**src/iarr_pkg.sv**
```systemverilog
// shared types and constants for the angle register reader
package iarr_pkg;

   // request word: one bus tick
   typedef struct packed {
      logic cmd;
      logic sda_in;
   } iarr_req_type;

   // response word: line drive, status and kept angle
   typedef struct packed {
      logic               scl_low;
      logic               sda_low;
      logic               busy_res;
      logic               done_res;
      logic               ok;
      logic [11:0]        raw_angle;
      logic signed [15:0] degrees_x100;
   } iarr_rsp_type;

   // bus side of the response, from the sequencer
   typedef struct packed {
      logic scl_low;
      logic sda_low;
      logic busy_res;
      logic done_res;
      logic ok;
   } iarr_bus_type;

   // sequencer to converter control
   typedef struct packed {
      logic        load_raw;
      logic        mul_step;
      logic        commit;
      logic [11:0] raw;
   } iarr_conv_ctl_type;

   // configuration register indexes
   localparam logic CSR_DEVICE_ADDRESS = 1'b0;
   localparam logic CSR_ANGLE_OFFSET   = 1'b1;

   // configuration reset values
   localparam logic [6:0]  DEVICE_ADDRESS_RESET = 7'd54;
   localparam logic [15:0] ANGLE_OFFSET_RESET   = 16'd0;

   // register pointer sent after the address byte
   localparam logic [7:0] REG_ANGLE_HI = 8'h0E;

   // conversion constants, hundredths of a degree
   localparam logic [15:0]        DEG_SCALE = 16'd36000;
   localparam logic signed [17:0] DEG_HALF  = 18'sd18000;
   localparam logic signed [17:0] DEG_FULL  = 18'sd36000;

endpackage

```
**src/iarr_seq.sv**
```systemverilog
// bit-level bus sequencer: start, address, pointer, repeated start, two reads, stop
module iarr_seq (
   input  logic                        clock,
   input  logic                        reset,
   input  logic                        accept,
   input  iarr_pkg::iarr_req_type      req,
   input  logic [6:0]                  device_address,
   output iarr_pkg::iarr_bus_type      bus,
   output iarr_pkg::iarr_conv_ctl_type conv_ctl
);

   // phase codes
   localparam logic [3:0] PH_IDLE  = 4'd0;
   localparam logic [3:0] PH_ST_A  = 4'd1;
   localparam logic [3:0] PH_ST_B  = 4'd2;
   localparam logic [3:0] PH_W_LO  = 4'd3;
   localparam logic [3:0] PH_W_HI  = 4'd4;
   localparam logic [3:0] PH_WA_LO = 4'd5;
   localparam logic [3:0] PH_WA_HI = 4'd6;
   localparam logic [3:0] PH_RS_LO = 4'd7;
   localparam logic [3:0] PH_R_LO  = 4'd8;
   localparam logic [3:0] PH_R_HI  = 4'd9;
   localparam logic [3:0] PH_RA_LO = 4'd10;
   localparam logic [3:0] PH_RA_HI = 4'd11;
   localparam logic [3:0] PH_SP_A  = 4'd12;
   localparam logic [3:0] PH_SP_B  = 4'd13;
   localparam logic [3:0] PH_SP_C  = 4'd14;

   // transaction stage codes
   localparam logic [2:0] STG_ADDR_W = 3'd0;
   localparam logic [2:0] STG_PTR    = 3'd1;
   localparam logic [2:0] STG_ADDR_R = 3'd2;
   localparam logic [2:0] STG_RD_HI  = 3'd3;
   localparam logic [2:0] STG_RD_LO  = 3'd4;

   logic [3:0] phase_ff, phase_in;
   logic [2:0] stage_ff, stage_in;
   logic [3:0] bit_count_ff, bit_count_in;
   logic [7:0] shift_reg_ff, shift_reg_in;
   logic [7:0] high_byte_ff, high_byte_in;
   logic       success_ff, success_in;

   // next state and line drive for one tick
   always_comb begin
      logic [3:0] ph;
      logic [2:0] stg;
      logic       succ;
      logic [3:0] bc_inc;
      logic       start;

      start  = (phase_ff == PH_IDLE) && req.cmd;
      ph     = start ? PH_ST_A : phase_ff;
      stg    = start ? STG_ADDR_W : stage_ff;
      succ   = start ? 1'b0 : success_ff;
      bc_inc = bit_count_ff + 4'd1;

      phase_in     = ph;
      stage_in     = stg;
      success_in   = succ;
      bit_count_in = bit_count_ff;
      shift_reg_in = shift_reg_ff;
      high_byte_in = high_byte_ff;

      bus          = '0;
      bus.busy_res = (ph != PH_IDLE);
      conv_ctl     = '0;
      conv_ctl.raw = {high_byte_ff[3:0], shift_reg_ff};

      case (ph)
         PH_ST_A: begin
            phase_in = PH_ST_B;
         end
         PH_ST_B: begin
            bus.sda_low  = 1'b1;
            shift_reg_in = {device_address, stg != STG_ADDR_W};
            bit_count_in = 4'd0;
            phase_in     = PH_W_LO;
         end
         PH_W_LO: begin
            bus.scl_low = 1'b1;
            bus.sda_low = !shift_reg_ff[7];
            phase_in    = PH_W_HI;
         end
         PH_W_HI: begin
            bus.sda_low  = !shift_reg_ff[7];
            shift_reg_in = {shift_reg_ff[6:0], 1'b0};
            bit_count_in = bc_inc;
            phase_in     = bc_inc[3] ? PH_WA_LO : PH_W_LO;
         end
         PH_WA_LO: begin
            bus.scl_low = 1'b1;
            phase_in    = PH_WA_HI;
         end
         PH_WA_HI: begin
            // slave ack sampled on the high half
            if (req.sda_in) begin
               success_in = 1'b0;
               phase_in   = PH_SP_A;
            end else if (stg == STG_ADDR_W) begin
               stage_in     = STG_PTR;
               shift_reg_in = iarr_pkg::REG_ANGLE_HI;
               bit_count_in = 4'd0;
               phase_in     = PH_W_LO;
            end else if (stg == STG_PTR) begin
               phase_in = PH_RS_LO;
            end else begin
               stage_in     = STG_RD_HI;
               shift_reg_in = 8'd0;
               bit_count_in = 4'd0;
               phase_in     = PH_R_LO;
            end
         end
         PH_RS_LO: begin
            bus.scl_low = 1'b1;
            stage_in    = STG_ADDR_R;
            phase_in    = PH_ST_A;
         end
         PH_R_LO: begin
            bus.scl_low = 1'b1;
            phase_in    = PH_R_HI;
         end
         PH_R_HI: begin
            shift_reg_in = {shift_reg_ff[6:0], req.sda_in};
            bit_count_in = bc_inc;
            phase_in     = bc_inc[3] ? PH_RA_LO : PH_R_LO;
         end
         PH_RA_LO: begin
            bus.scl_low = 1'b1;
            bus.sda_low = (stg == STG_RD_HI);
            phase_in    = PH_RA_HI;
         end
         PH_RA_HI: begin
            // ack after the first byte, nack after the second
            bus.sda_low = (stg == STG_RD_HI);
            if (stg == STG_RD_HI) begin
               high_byte_in = shift_reg_ff;
               stage_in     = STG_RD_LO;
               shift_reg_in = 8'd0;
               bit_count_in = 4'd0;
               phase_in     = PH_R_LO;
            end else begin
               success_in        = 1'b1;
               conv_ctl.load_raw = accept;
               phase_in          = PH_SP_A;
            end
         end
         PH_SP_A: begin
            bus.scl_low       = 1'b1;
            bus.sda_low       = 1'b1;
            conv_ctl.mul_step = accept;
            phase_in          = PH_SP_B;
         end
         PH_SP_B: begin
            bus.sda_low = 1'b1;
            phase_in    = PH_SP_C;
         end
         PH_SP_C: begin
            bus.done_res    = 1'b1;
            bus.ok          = succ;
            conv_ctl.commit = accept && succ;
            phase_in        = PH_IDLE;
         end
         default: begin
            phase_in = PH_IDLE;
         end
      endcase
   end

   // sequencer state, advanced once per accepted word
   always_ff @(posedge clock) begin
      if (reset) begin
         phase_ff     <= PH_IDLE;
         stage_ff     <= STG_ADDR_W;
         bit_count_ff <= 4'd0;
         shift_reg_ff <= 8'd0;
         high_byte_ff <= 8'd0;
         success_ff   <= 1'b0;
      end else if (accept) begin
         phase_ff     <= phase_in;
         stage_ff     <= stage_in;
         bit_count_ff <= bit_count_in;
         shift_reg_ff <= shift_reg_in;
         high_byte_ff <= high_byte_in;
         success_ff   <= success_in;
      end
   end

endmodule

```
**src/iarr_conv.sv**
```systemverilog
// raw angle to hundredths of a degree, spread over the stop ticks
module iarr_conv (
   input  logic                        clock,
   input  logic                        reset,
   input  iarr_pkg::iarr_conv_ctl_type conv_ctl,
   input  logic signed [15:0]          angle_offset,
   output logic [11:0]                 raw_angle,
   output logic signed [15:0]          degrees_x100
);

   logic [11:0]        raw_pend_ff;
   logic [15:0]        prod_ff;
   logic [11:0]        kept_raw_ff;
   logic signed [15:0] kept_deg_ff;
   logic [27:0]        prod_full;
   logic signed [17:0] sum;
   logic signed [17:0] wrapped;

   // scale by 36000/4096, truncated
   assign prod_full = {16'd0, raw_pend_ff} * {12'd0, iarr_pkg::DEG_SCALE};

   // offset as it stands on the final stop tick
   assign sum = $signed({2'b00, prod_ff}) + 18'(angle_offset);

   // fold sums at or above the half turn down by one full turn
   assign wrapped = (sum >= iarr_pkg::DEG_HALF) ? (sum - iarr_pkg::DEG_FULL) : sum;

   // raw capture on the last ack tick, product on the first stop tick
   always_ff @(posedge clock) begin
      if (conv_ctl.load_raw) begin
         raw_pend_ff <= conv_ctl.raw;
      end
      if (conv_ctl.mul_step) begin
         prod_ff <= prod_full[27:12];
      end
   end

   // kept results
   always_ff @(posedge clock) begin
      if (reset) begin
         kept_raw_ff <= 12'd0;
         kept_deg_ff <= 16'sd0;
      end else if (conv_ctl.commit) begin
         kept_raw_ff <= raw_pend_ff;
         kept_deg_ff <= wrapped[15:0];
      end
   end

   // the committing word already shows the new values
   assign raw_angle    = conv_ctl.commit ? raw_pend_ff : kept_raw_ff;
   assign degrees_x100 = conv_ctl.commit ? wrapped[15:0] : kept_deg_ff;

endmodule

```
**src/iarr_rsp_reg.sv**
```systemverilog
// two-entry response register with skid slot
module iarr_rsp_reg (
   input  logic                   clock,
   input  logic                   reset,
   input  logic                   push,
   input  iarr_pkg::iarr_rsp_type push_data,
   output logic                   can_push,
   output logic                   rsp_valid,
   input  logic                   rsp_ready,
   output iarr_pkg::iarr_rsp_type rsp_data
);

   logic                   main_valid_ff;
   logic                   skid_valid_ff;
   iarr_pkg::iarr_rsp_type main_ff;
   iarr_pkg::iarr_rsp_type skid_ff;
   logic                   pop;

   assign pop       = main_valid_ff && rsp_ready;
   assign can_push  = !skid_valid_ff;
   assign rsp_valid = main_valid_ff;
   assign rsp_data  = main_ff;

   // valid flags
   always_ff @(posedge clock) begin
      if (reset) begin
         main_valid_ff <= 1'b0;
         skid_valid_ff <= 1'b0;
      end else if (skid_valid_ff) begin
         if (pop) begin
            skid_valid_ff <= 1'b0;
         end
      end else if (push) begin
         if (main_valid_ff && !pop) begin
            skid_valid_ff <= 1'b1;
         end else begin
            main_valid_ff <= 1'b1;
         end
      end else if (pop) begin
         main_valid_ff <= 1'b0;
      end
   end

   // words
   always_ff @(posedge clock) begin
      if (skid_valid_ff) begin
         if (pop) begin
            main_ff <= skid_ff;
         end
      end else if (push) begin
         if (main_valid_ff && !pop) begin
            skid_ff <= push_data;
         end else begin
            main_ff <= push_data;
         end
      end
   end

endmodule

```
**src/i2c_angle_register_reader.sv**
```systemverilog
// top level of the bus angle register reader
//
//   channel   ports                         word
//   request   req_valid/req_ready/req_data  cmd, sda_in (one bus tick)
//   response  rsp_valid/rsp_ready/rsp_data  line drive, status, kept angle
//   config    csr_we/csr_index/csr_wdata    device address, angle offset
//
// One request word per cycle while req_ready is high; each accepted word yields
// one response word, registered in the main slot or, when that is held, the skid slot.
// A full read takes 98 ticks, counting the tick that carries the command.
// Request ready drops only while both response slots are full.
// Reset is synchronous: sequencer idle, kept angle zero, address 54.
module i2c_angle_register_reader (
   input  logic                   clock,
   input  logic                   reset,
   input  logic                   req_valid,
   output logic                   req_ready,
   input  iarr_pkg::iarr_req_type req_data,
   output logic                   rsp_valid,
   input  logic                   rsp_ready,
   output iarr_pkg::iarr_rsp_type rsp_data,
   input  logic                   csr_we,
   input  logic                   csr_index,
   input  logic [15:0]            csr_wdata
);

   logic [6:0]                  device_address_ff;
   logic signed [15:0]          angle_offset_ff;
   logic                        accept;
   iarr_pkg::iarr_bus_type      bus;
   iarr_pkg::iarr_conv_ctl_type conv_ctl;
   iarr_pkg::iarr_rsp_type      rsp_word;
   logic [11:0]                 raw_angle;
   logic signed [15:0]          degrees_x100;

   assign accept = req_valid && req_ready;

   // configuration registers
   always_ff @(posedge clock) begin
      if (reset) begin
         device_address_ff <= iarr_pkg::DEVICE_ADDRESS_RESET;
         angle_offset_ff   <= iarr_pkg::ANGLE_OFFSET_RESET;
      end else if (csr_we) begin
         case (csr_index)
            iarr_pkg::CSR_DEVICE_ADDRESS: device_address_ff <= csr_wdata[6:0];
            iarr_pkg::CSR_ANGLE_OFFSET:   angle_offset_ff   <= csr_wdata;
            default: ;
         endcase
      end
   end

   // bus sequencer
   iarr_seq u_seq (
      .clock          (clock),
      .reset          (reset),
      .accept         (accept),
      .req            (req_data),
      .device_address (device_address_ff),
      .bus            (bus),
      .conv_ctl       (conv_ctl)
   );

   // angle conversion
   iarr_conv u_conv (
      .clock        (clock),
      .reset        (reset),
      .conv_ctl     (conv_ctl),
      .angle_offset (angle_offset_ff),
      .raw_angle    (raw_angle),
      .degrees_x100 (degrees_x100)
   );

   // assemble the response word
   always_comb begin
      rsp_word.scl_low      = bus.scl_low;
      rsp_word.sda_low      = bus.sda_low;
      rsp_word.busy_res     = bus.busy_res;
      rsp_word.done_res     = bus.done_res;
      rsp_word.ok           = bus.ok;
      rsp_word.raw_angle    = raw_angle;
      rsp_word.degrees_x100 = degrees_x100;
   end

   // response register
   iarr_rsp_reg u_rsp_reg (
      .clock     (clock),
      .reset     (reset),
      .push      (accept),
      .push_data (rsp_word),
      .can_push  (req_ready),
      .rsp_valid (rsp_valid),
      .rsp_ready (rsp_ready),
      .rsp_data  (rsp_data)
   );

endmodule

```
**config.mk**
```make
export PLATFORM = sky130hd
export DESIGN_NAME = i2c_angle_register_reader
export DESIGN_NICKNAME = d
export VERILOG_FILES = /design/src/iarr_pkg.sv /design/src/iarr_seq.sv /design/src/iarr_conv.sv /design/src/iarr_rsp_reg.sv /design/src/i2c_angle_register_reader.sv
export SDC_FILE = /design/constraint.sdc
export NUM_CORES = 1
export LEC_CHECK = 0
export ABC_AREA = 1
export BUFFER_PORTS_ARGS = -buffer_cell sky130_fd_sc_hd__clkbuf_2
export CORE_AREA = 10 10 151 153
export CTS_BUF_LIST = sky130_fd_sc_hd__clkbuf_8
export DETAILED_ROUTE_END_ITERATION = 7
export DIE_AREA = 0 0 161 163
export PLACE_DENSITY = 0.69
export SLEW_MARGIN = 20
export SYNTH_ARGS = -nofsm -noshare
export SYNTH_HDL_FRONTEND = slang
export SYNTH_HIERARCHICAL = 1
export SYNTH_SLANG_ARGS = --single-unit
```
**constraint.sdc**
```tcl
create_clock -name clock -period 6.6 [get_ports clock]
set_input_delay 0.33 -clock clock [delete_from_list [all_inputs] [get_ports clock]]
set_output_delay 0.33 -clock clock [all_outputs]
set_load 0.03 [all_outputs]
```
==> results of run 1 <==
-- area by class of cell --
cell class / instances / area (um^2) / share of cell area
multi-input cells: 917 / 5470 / 0.476
clock inverters: 15 / 211 / 0.0184
well taps: 270 / 338 / 0.0294
repair buffers: 63 / 328 / 0.0285
flip-flops and latches: 171 / 4360 / 0.380
clock buffers: 17 / 234 / 0.0204
inverters: 141 / 537 / 0.0467
-- final timing paths --
path,cells after the start,startpoint,end
worst max-delay path,16,u_conv/raw_pend_ff[6]$_DFFE_PP_,u_conv/prod_ff[14]$_DFFE_PP_
worst min-delay path,3,csr_wdata[14],angle_offset_ff[14]$_SDFFE_PP0P_
worst min register to register,0,u_seq/high_byte_ff[3]$_SDFFE_PP0P_,u_conv/raw_pend_ff[11]$_DFFE_PP_
worst max register to register,16,u_conv/raw_pend_ff[6]$_DFFE_PP_,u_conv/prod_ff[14]$_DFFE_PP_
-- layer usage --
layer / share of wire / up-vias / track usage
li1: - / 4252 / -
met1: 0.46 / 3797 / 0.233
met2: 0.49 / 135 / 0.310
met3: 0.033 / 27 / 0.0298
met4: 0.016 / 0 / 0.0509
met5: 0 / - / 0
-- power groups by stage --
stage / Combinational, mW / Clock [mW] / Sequential, mW
2_1_floorplan: 0.166 / 0 / 1.22
3_3_place_gp: 0.248 / 0 / 1.19
5_1_grt: 0.280 / 0.857 / 1.17
3_5_place_dp: 0.250 / 0 / 1.19
4_1_cts: 0.251 / 0.817 / 1.17
6_report: 0.249 / 0.797 / 1.17
-- cells in the final DEF, fill, tap and decap left out, types with 7 or more instances in the layout --
master	netlist	routed
nand2_1	395	395
inv_1	134	134
a21oi_1	98	97
ha_1	94	94
edfxtp_1	94	94
nand3_1	89	89
dfxtp_1	77	77
nor2_1	62	62
clkbuf_2	1	58
nand2_2	25	25
fa_1	21	21
clkbuf_8	0	17
xor2_1	17	17
o21ai_0	16	16
nand4_1	14	14
nand3_2	10	10
clkinv_8	0	8
nor3_1	8	7
xnor2_1	7	7
-- state kept, by name, indices dropped and copies added, names as in the netlist, 4 cells and up --
signal	flops
u_rsp_reg/rsp_data	33
u_rsp_reg/skid_ff	33
angle_offset_ff	16
u_conv/kept_deg_ff	16
u_conv/prod_ff	16
u_conv/kept_raw_ff	12
u_conv/raw_pend_ff	12
u_seq/shift_reg_ff	8
device_address_ff	7
u_seq/bit_count_ff	4
u_seq/high_byte_ff	4
u_seq/phase_ff	4
-- worst reg2reg max path, stage by stage (launching register included) --
cell and delay, ps:
edfxtp_1 530, ha_1 350, ha_1 310, fa_1 540
inv_1 60, fa_1 500, fa_1 540, inv_1 40
ha_1 340, nand2_1 90, nor2_1 130, nand2_1 70
o211ai_1 260, nand3_1 150, a31oi_1 230, a21oi_1 120
xnor2_1 130
-- cells by family (layout without fill, tap and decap cells) --
| logic type | after synthesis | after routing | synth area share |
|---|---|---|---|
| adder cells (fa/ha/maj) | 115 | 115 | 0.150 |
| AO/OA/AOI/OAI | 145 | 145 | 0.0753 |
| AND/OR/NAND/NOR | 632 | 632 | 0.266 |
| flip-flops | 171 | 171 | 0.410 |
| buffers and inverters | 177 | 236 | 0.0783 |
| XOR/XNOR | 25 | 25 | 0.0213 |
==> flow_metrics.tcl, run 1 <==
set metrics [dict create \
    outcome "finished clean" \
    crit_slowest_cell "fa_1" \
    slew-limit-headroom 0.313 \
    r2r_slack_ps 1990 \
    place_area_um2 11000 \
    io_buffer_count 58 \
    post_cts_resize_count 0 \
    yosysMostFrequentCell "nand2_1" \
    firstDrtPassIters 5 \
    antenna_cells 0 \
    worstMarginPinSlew_ps 1030 \
    yosysTopAreaCell "edfxtp_1" \
    clock_path_buffers 2 \
    max_freq_mhz 217 \
    clk_latency_ps 480 \
    p_seq_frac 0.528 \
    rsz0062_at_grt "no" \
    synth_top_area_share 0.265 \
    hold_path.class "in2reg" \
    drt-initial-drc-count 498 \
    cts_made_buffers 17 \
    ant_nets 0 \
    dp.final_hpwl_um 17600 \
    dp_cells 1562 \
    synth_top_cells_by_area "edfxtp_1 (26%), dfxtp_1 (14%), nand2_1 (14%), ha_1 (11%), inv_1 (4.7%)" \
    leakage_nw 5.39 \
    place_congestion 0.896 \
    grt-ovfl-total 0 \
    cpPeakStageDelay_ps 540 \
    start_kind "register" \
    postCtsHoldBufs 0 \
    dieArea_um2 26200 \
    period_share 0.699 \
    worstSetupEndpointType "register" \
    path_buf_inv 2 \
    setup_viol 0 \
    max-vdd-ir-drop_mv 0.137 \
    cp_top_family "adder cells" \
    power.switching_mw 0.690 \
    fin_crit_ps 4610 \
    die_x_um 161 \
    critPathMaxFanout 6 \
    h-tree-depth 4 \
    setup-tns-final_ps 0 \
    synth-main-ff-cell "edfxtp_1" \
    cp.arrival_ps 4850 \
    vias 8211 \
    path_clk_slew_ps 110 \
    synth_seq_cells 171 \
    cts_root_buf "clkbuf_8" \
    maxSlewViolCount 0 \
    path_cells "ha_1 > ha_1 > fa_1 > inv_1 > fa_1 > fa_1 > inv_1 > ha_1 > nand2_1 > nor2_1 > nand2_1 > o211ai_1 > nand3_1 > a31oi_1 > a21oi_1 > xnor2_1" \
    required_ps 6840 \
    num_rows 52 \
    crit_type "reg2reg" \
    comb_power_share 0.113 \
    final_cells 1594 \
    yosysSeqAreaShare 0.410 \
    netlist_instances 1265 \
    syn_nets 1404 \
    io_pins 59 \
    routedWlPerCell_um 14.8 \
    grt_antenna_before_repair 0 \
    synth.avg_cell_area_um2 8.42 \
    ys_types 52 \
    initial_core_util 0.535 \
    hold_viol 0 \
    synth-warning-count 6 \
    finish.utilization 0.577 \
    cts_tree "done" \
    synth.cell_area_um2 10700 \
    layout-drive-gt1-share 0.125 \
    n_fill_cell 1836 \
    power_density_nw_per_um2 193 \
    maxCapViolCount 0 \
    ys_async_sr_fraction 0 \
    p_total_mw 2.22 \
    dp_slack_ps 1990 \
    viasPerCell 5.15 \
    sw_frac_of_total 0.311 \
    synth_edf_count 94 \
    area_growth_syn_to_layout_pct 7.79 \
    fin_area_um2 11500 \
    fin_skew_ps 16.5 \
    die_h_um 163 \
    synth_commonest_cells "nand2_1 (395), inv_1 (134), a21oi_1 (98)" \
    final_nets 1450 \
    power.internal_mw 1.53 \
    grt_pass1_vias 7821 \
    cts_setup_buffers 0 \
    core_area_um2 19900 \
    cts_sinks 171 \
    grt_usage 0.182 \
    p_clk_frac 0.360 \
    setup_ws_ps 1990 \
    grt_pass1_wl_um 39000 \
    drt-total-wl_um 23600 \
    grt_max_degree 44 \
    drc_errors 0 \
    whs_ps 84.3 \
]
Note: power is estimated with default switching activity, not from simulation.
==> run 2, diff against run 1 <==
- PLACE_DENSITY: 0.69 -> 0.72
- clock period: 6.6 -> 4 ns (I/O delays scaled with it)
==> run 2 against run 1 <==
  * The flow now finishes with violations (setup timing)
  * Sequential share of layout area is 1.4 points lower
  * Register-to-register slack got worse by 2300 ps
  * Power up 61%
  * Sequential power is 65% higher
  * Clock skew increased by 3.2 ps
  * Combinational power increased by 69%
  * Setup slack lost 2300 ps
  * Cell count grew 2.6%
  * Non-clock buffer count is 41 higher
  * Critical endpoint unchanged
==> flow_metrics.tcl, run 2 (synthesis gave the netlist of run 1 again) <==
set metrics [dict create \
    outcome "complete, but fails checks" \
    violations "setup timing" \
    n_fill_cell 1759 \
    final_cell_mix "nand2_1 (394), inv_1 (134), edfxtp_1 (94), a21oi_1 (93), nand3_1 (88)" \
    critPathMaxFanout 3 \
    grt_antenna_before_repair 0 \
    power_density_nw_per_um2 300 \
    cts_sinks 171 \
    slew-limit-headroom 0.328 \
    power.switching_mw 1.02 \
    h-tree-depth 4 \
    sw_frac_of_total 0.286 \
    p_seq_frac 0.540 \
    area_growth_syn_to_layout_pct 11.9 \
    maxSlewViolCount 0 \
    setup_viol 7 \
    setup-tns-final_ps -845 \
    regArea_um2 4360 \
    clk_latency_ps 470 \
    dp.final_hpwl_um 17700 \
    fin_area_um2 11900 \
    maxCapViolCount 0 \
    cts_root_buf "clkbuf_8" \
    grt_pass1_wl_um 38900 \
    mostFrequentLayoutCell "nand2_1" \
    period_share 1.07 \
    io_pins 59 \
    max_freq_mhz 234 \
    grt-ovfl-total 0 \
    die_x_um 161 \
    routedWlPerCell_um 14.6 \
    rr_worst_depth 16 \
    comb_power_share 0.118 \
    p_clk_frac 0.342 \
    vias 8521 \
    grt_pass1_vias 7987 \
    hold_path.class "in2reg" \
    grt_max_degree 38 \
    fin_crit_ps 4270 \
    clock_path_buffers 2 \
    antenna_cells 0 \
    multiInputGateArea_um2 5620 \
    hold_viol 0 \
    cts_tree "done" \
    cp.arrival_ps 4470 \
    dieArea_um2 26200 \
    ant_nets 0 \
    power.internal_mw 2.55 \
    worstMarginPinSlew_ps 1010 \
    drt-total-wl_um 23900 \
    leakage_nw 5.56 \
    max-vdd-ir-drop_mv 0.191 \
    layout-drive-gt1-share 0.155 \
    die_h_um 163 \
    io_buffer_count 58 \
    place_congestion 0.900 \
    place_area_um2 11300 \
    dp_slack_ps -276 \
    finish.utilization 0.599 \
    path_clk_slew_ps 100 \
    initial_core_util 0.535 \
    crit_type "reg2reg" \
    drt-initial-drc-count 510 \
    required_ps 4210 \
    fin_skew_ps 19.6 \
    cts_made_buffers 17 \
    firstDrtPassIters 7 \
    start_kind "register" \
    core_area_um2 19900 \
    rsz0062_at_grt "yes" \
    setup_ws_ps -265 \
    final_nets 1491 \
    grt_usage 0.180 \
    hold_depth 4 \
    viasPerCell 5.21 \
    worstSetupEndpointType "register" \
    drc_errors 0 \
    num_rows 52 \
]
## run 2: per-stage QoR
step	hold WS (ps)	power [mW]	cells
global route	44.7	3.74	1635
floorplan	262	2.29	1265
finish	42.4	3.58	1635
global placement	412	2.38	1586
detailed placement	413	2.38	1586
CTS	19.8	3.60	1634
## run 2: timing repair
item                                    4_1_cts  5_1_grt
endpoints found under the setup margin        8        9
pin swaps                                     5        7
setup buffers                                 1        1
resized for setup                             7       14
hold buffers                                 15        0
hold endpoints to repair                     18        0
## run 2: layer usage
layer / GRT usage / share of wire
met1: 0.227 / 0.45
met2: 0.309 / 0.49
met3: 0.0334 / 0.041
met4: 0.0538 / 0.014
met5: 0 / 0
## run 2: worst paths after layout
path / slack [ps] / to / start
setup reg to reg: -270 / u_conv/prod_ff[14]$_DFFE_PP_ / u_conv/raw_pend_ff[6]$_DFFE_PP_
setup / recovery: -270 / u_conv/prod_ff[14]$_DFFE_PP_ / u_conv/raw_pend_ff[6]$_DFFE_PP_
hold reg to reg: 440 / u_conv/raw_pend_ff[8]$_DFFE_PP_ / u_seq/high_byte_ff[0]$_SDFFE_PP0P_
hold / removal: 40 / u_rsp_reg/skid_valid_ff$_SDFF_PP0_ / rsp_ready
## run 2: worst max-delay path, cell delays in order, from the launching register on
cell and delay (ps):
edfxtp_1 480, ha_2 320, ha_1 280, inv_2 40, fa_1 450, fa_1 490, inv_1 50, fa_1 470
ha_4 300, nand2_4 60, nor2_4 100, nand2_1 60, o211ai_1 290, nand3_2 180, a31oi_4 220, a21oi_2 80
xnor2_1 140
## run 2: layout make-up
type / instances / area share
sequential: 171 / 0.366
clock inverter: 15 / 0.0131
timing repair buffer: 104 / 0.0568
multi-input combinational: 917 / 0.471
clock buffer: 17 / 0.0196
tap: 270 / 0.0283
inverter: 141 / 0.0450
## run 2: power by group through the flow
stage	combinational, mW	sequential (mW)	clock [mW]
after global routing	0.471	1.94	1.33
after floorplan	0.274	2.02	0
final	0.421	1.93	1.22
after global placement	0.405	1.97	0
after detailed placement	0.411	1.97	0
after CTS	0.423	1.93	1.25
==> run 3, diff against run 2 <==
- CORE_AREA: 10 10 151 153 -> 10 10 147 149
- DIE_AREA: 0 0 161 163 -> 0 0 157 159
- PLACE_DENSITY: 0.72 -> 0.77
- SKIP_CTS_REPAIR_TIMING: unset -> 1
==> run 3 against run 2 <==
  * Combinational power down 1%
  * The flow finishes with violations (hold timing, setup timing)
  * Power shrank 1.4%
  * Largest power group unchanged
  * Utilization is 4.6 points higher
  * Hold slack lost 55 ps
  * Critical endpoint unchanged
  * Highest routed layer unchanged
  * Largest cell class unchanged
==> flow_metrics.tcl, run 3 (synthesis gave the netlist of run 1 again) <==
set metrics [dict create \
    place_area_um2 11200 \
    slew-limit-headroom 0.346 \
    initial_core_util 0.573 \
    mostFrequentLayoutCell "nand2_1" \
    n_fill_cell 1510 \
    final_cell_mix "nand2_1 (391), inv_1 (133), edfxtp_1 (94), a21oi_1 (93), nand3_1 (88)" \
    critPathMaxFanout 3 \
    io_buffer_count 58 \
    cts_sinks 171 \
    firstDrtPassIters 5 \
    vias 8667 \
    sw_frac_of_total 0.290 \
    hold_path.class "in2reg" \
    dp.final_hpwl_um 17600 \
    rsz0062_at_grt "yes" \
    setup_ws_ps -389 \
    max_freq_mhz 228 \
    cpPeakStageDelay_ps 520 \
    required_ps 4220 \
    clk_latency_ps 470 \
    final_nets 1490 \
    drt-total-wl_um 24100 \
    fin_crit_ps 4390 \
    max-vdd-ir-drop_mv 0.198 \
    hold_viol 3 \
    path_cells "ha_4 > ha_4 > inv_2 > fa_1 > fa_1 > inv_1 > fa_1 > ha_4 > nand2_4 > nor2_4 > nand2_1 > o211ai_1 > nand3_2 > a31oi_4 > a21oi_1 > xnor2_1" \
    power.internal_mw 2.50 \
    cts_made_buffers 17 \
    core_area_um2 18600 \
    grt_antenna_before_repair 0 \
    clock_path_buffers 2 \
    period_share 1.10 \
    worstMarginPinSlew_ps 979 \
    cts_root_buf "clkbuf_8" \
    grt_usage 0.187 \
    grt-ovfl-total 0 \
    grt_max_degree 38 \
    worstSetupEndpointType "register" \
    maxSlewViolCount 0 \
    path_buf_inv 2 \
    antenna_cells 0 \
    die_h_um 159 \
    die_x_um 157 \
    comb_power_share 0.118 \
    path_clk_slew_ps 100 \
    power_density_nw_per_um2 294 \
    whs_ps -12.3 \
    io_pins 59 \
    cp.arrival_ps 4600 \
    dp_slack_ps -426 \
    drc_errors 0 \
    grt_pass1_wl_um 38800 \
    routedWlPerCell_um 15.1 \
    setup_viol 9 \
    layout-drive-gt1-share 0.163 \
    fin_area_um2 12000 \
    h-tree-depth 4 \
    leakage_nw 5.56 \
    ant_nets 0 \
    crit_type "reg2reg" \
    place_congestion 0.929 \
    p_clk_frac 0.333 \
    dieArea_um2 25000 \
    fin_skew_ps 16.7 \
    viasPerCell 5.42 \
    outcome "complete, but fails checks" \
    area_growth_syn_to_layout_pct 12.4 \
    num_rows 50 \
    cts_tree "done" \
    power.switching_mw 1.02 \
    drt-initial-drc-count 601 \
    p_seq_frac 0.548 \
    crit_slowest_cell "edfxtp_1" \
    violations "hold timing, setup timing" \
    maxCapViolCount 0 \
    setup-tns-final_ps -1930 \
    grt_pass1_vias 8103 \
    cp_top_family "adder cells" \
    start_kind "register" \
]
## run 3: cell types whose count changed in the layout (fill, tap and decap cells not counted), sizes merged
cell         delta
dlygate4sd3     -3
inv             -2
buf             +2
bufinv          -1
clkinv          +2
clkbuf          +1
## run 3: path summary, 6_finish.rpt
check	start	endpoint	slack, ps	cells past startpoint
worst min-delay path	csr_wdata[4]	angle_offset_ff[4]$_SDFFE_PP0P_	-10	3
worst min register to register	u_seq/high_byte_ff[3]$_SDFFE_PP0P_	u_conv/raw_pend_ff[11]$_DFFE_PP_	440	0
worst max register to register	u_conv/raw_pend_ff[5]$_DFFE_PP_	u_conv/prod_ff[14]$_DFFE_PP_	-390	16
worst max-delay path	u_conv/raw_pend_ff[5]$_DFFE_PP_	u_conv/prod_ff[14]$_DFFE_PP_	-390	16
## run 3: layout make-up
class / instances / area (um^2) / area share
inverter: 141 / 537 / 0.0448
multi-input combinational: 917 / 5730 / 0.479
timing repair buffer: 103 / 669 / 0.0559
clock buffer: 18 / 248 / 0.0207
tap: 234 / 293 / 0.0244
clock inverter: 14 / 133 / 0.0111
sequential: 171 / 4360 / 0.364
## run 3: stage by stage
| step | power (mW) | utilization | cells | hold WS, ps |
|---|---|---|---|---|
| 2_1_floorplan | 2.29 | - | 1265 | 262 |
| 3_3_place_gp | 2.37 | 0.602 | 1547 | 410 |
| 3_5_place_dp | 2.38 | 0.602 | 1547 | 410 |
| 4_1_cts | 3.53 | 0.623 | 1579 | -55.0 |
| 5_1_grt | 3.68 | 0.645 | 1598 | -2.00 |
| 6_report | 3.53 | 0.645 | 1598 | -12.3 |
## run 3: worst register-to-register path: stages (launching register included)
cell and delay, ps:
edfxtp_1 520, ha_4 280, ha_4 270, inv_2 30, fa_1 450, fa_1 490, inv_1 50, fa_1 480
ha_4 310, nand2_4 70, nor2_4 140, nand2_1 70, o211ai_1 340, nand3_2 200, a31oi_4 210, a21oi_1 100
xnor2_1 140
## run 3: power by group through the flow
stage	registers [mW]	logic [mW]	clock network (mW)
floorplan	2.02	0.274	0
global placement	1.97	0.400	0
detailed placement	1.97	0.406	0
CTS	1.93	0.408	1.19
global route	1.94	0.468	1.27
finish	1.93	0.417	1.18
## run 3: metal layers
metal	part of all wire	vias up	track usage
li1	-	4331	-
met1	0.44	4056	0.247
met2	0.50	246	0.306
met3	0.045	34	0.0289
met4	0.017	0	0.0639
met5	0	-	0
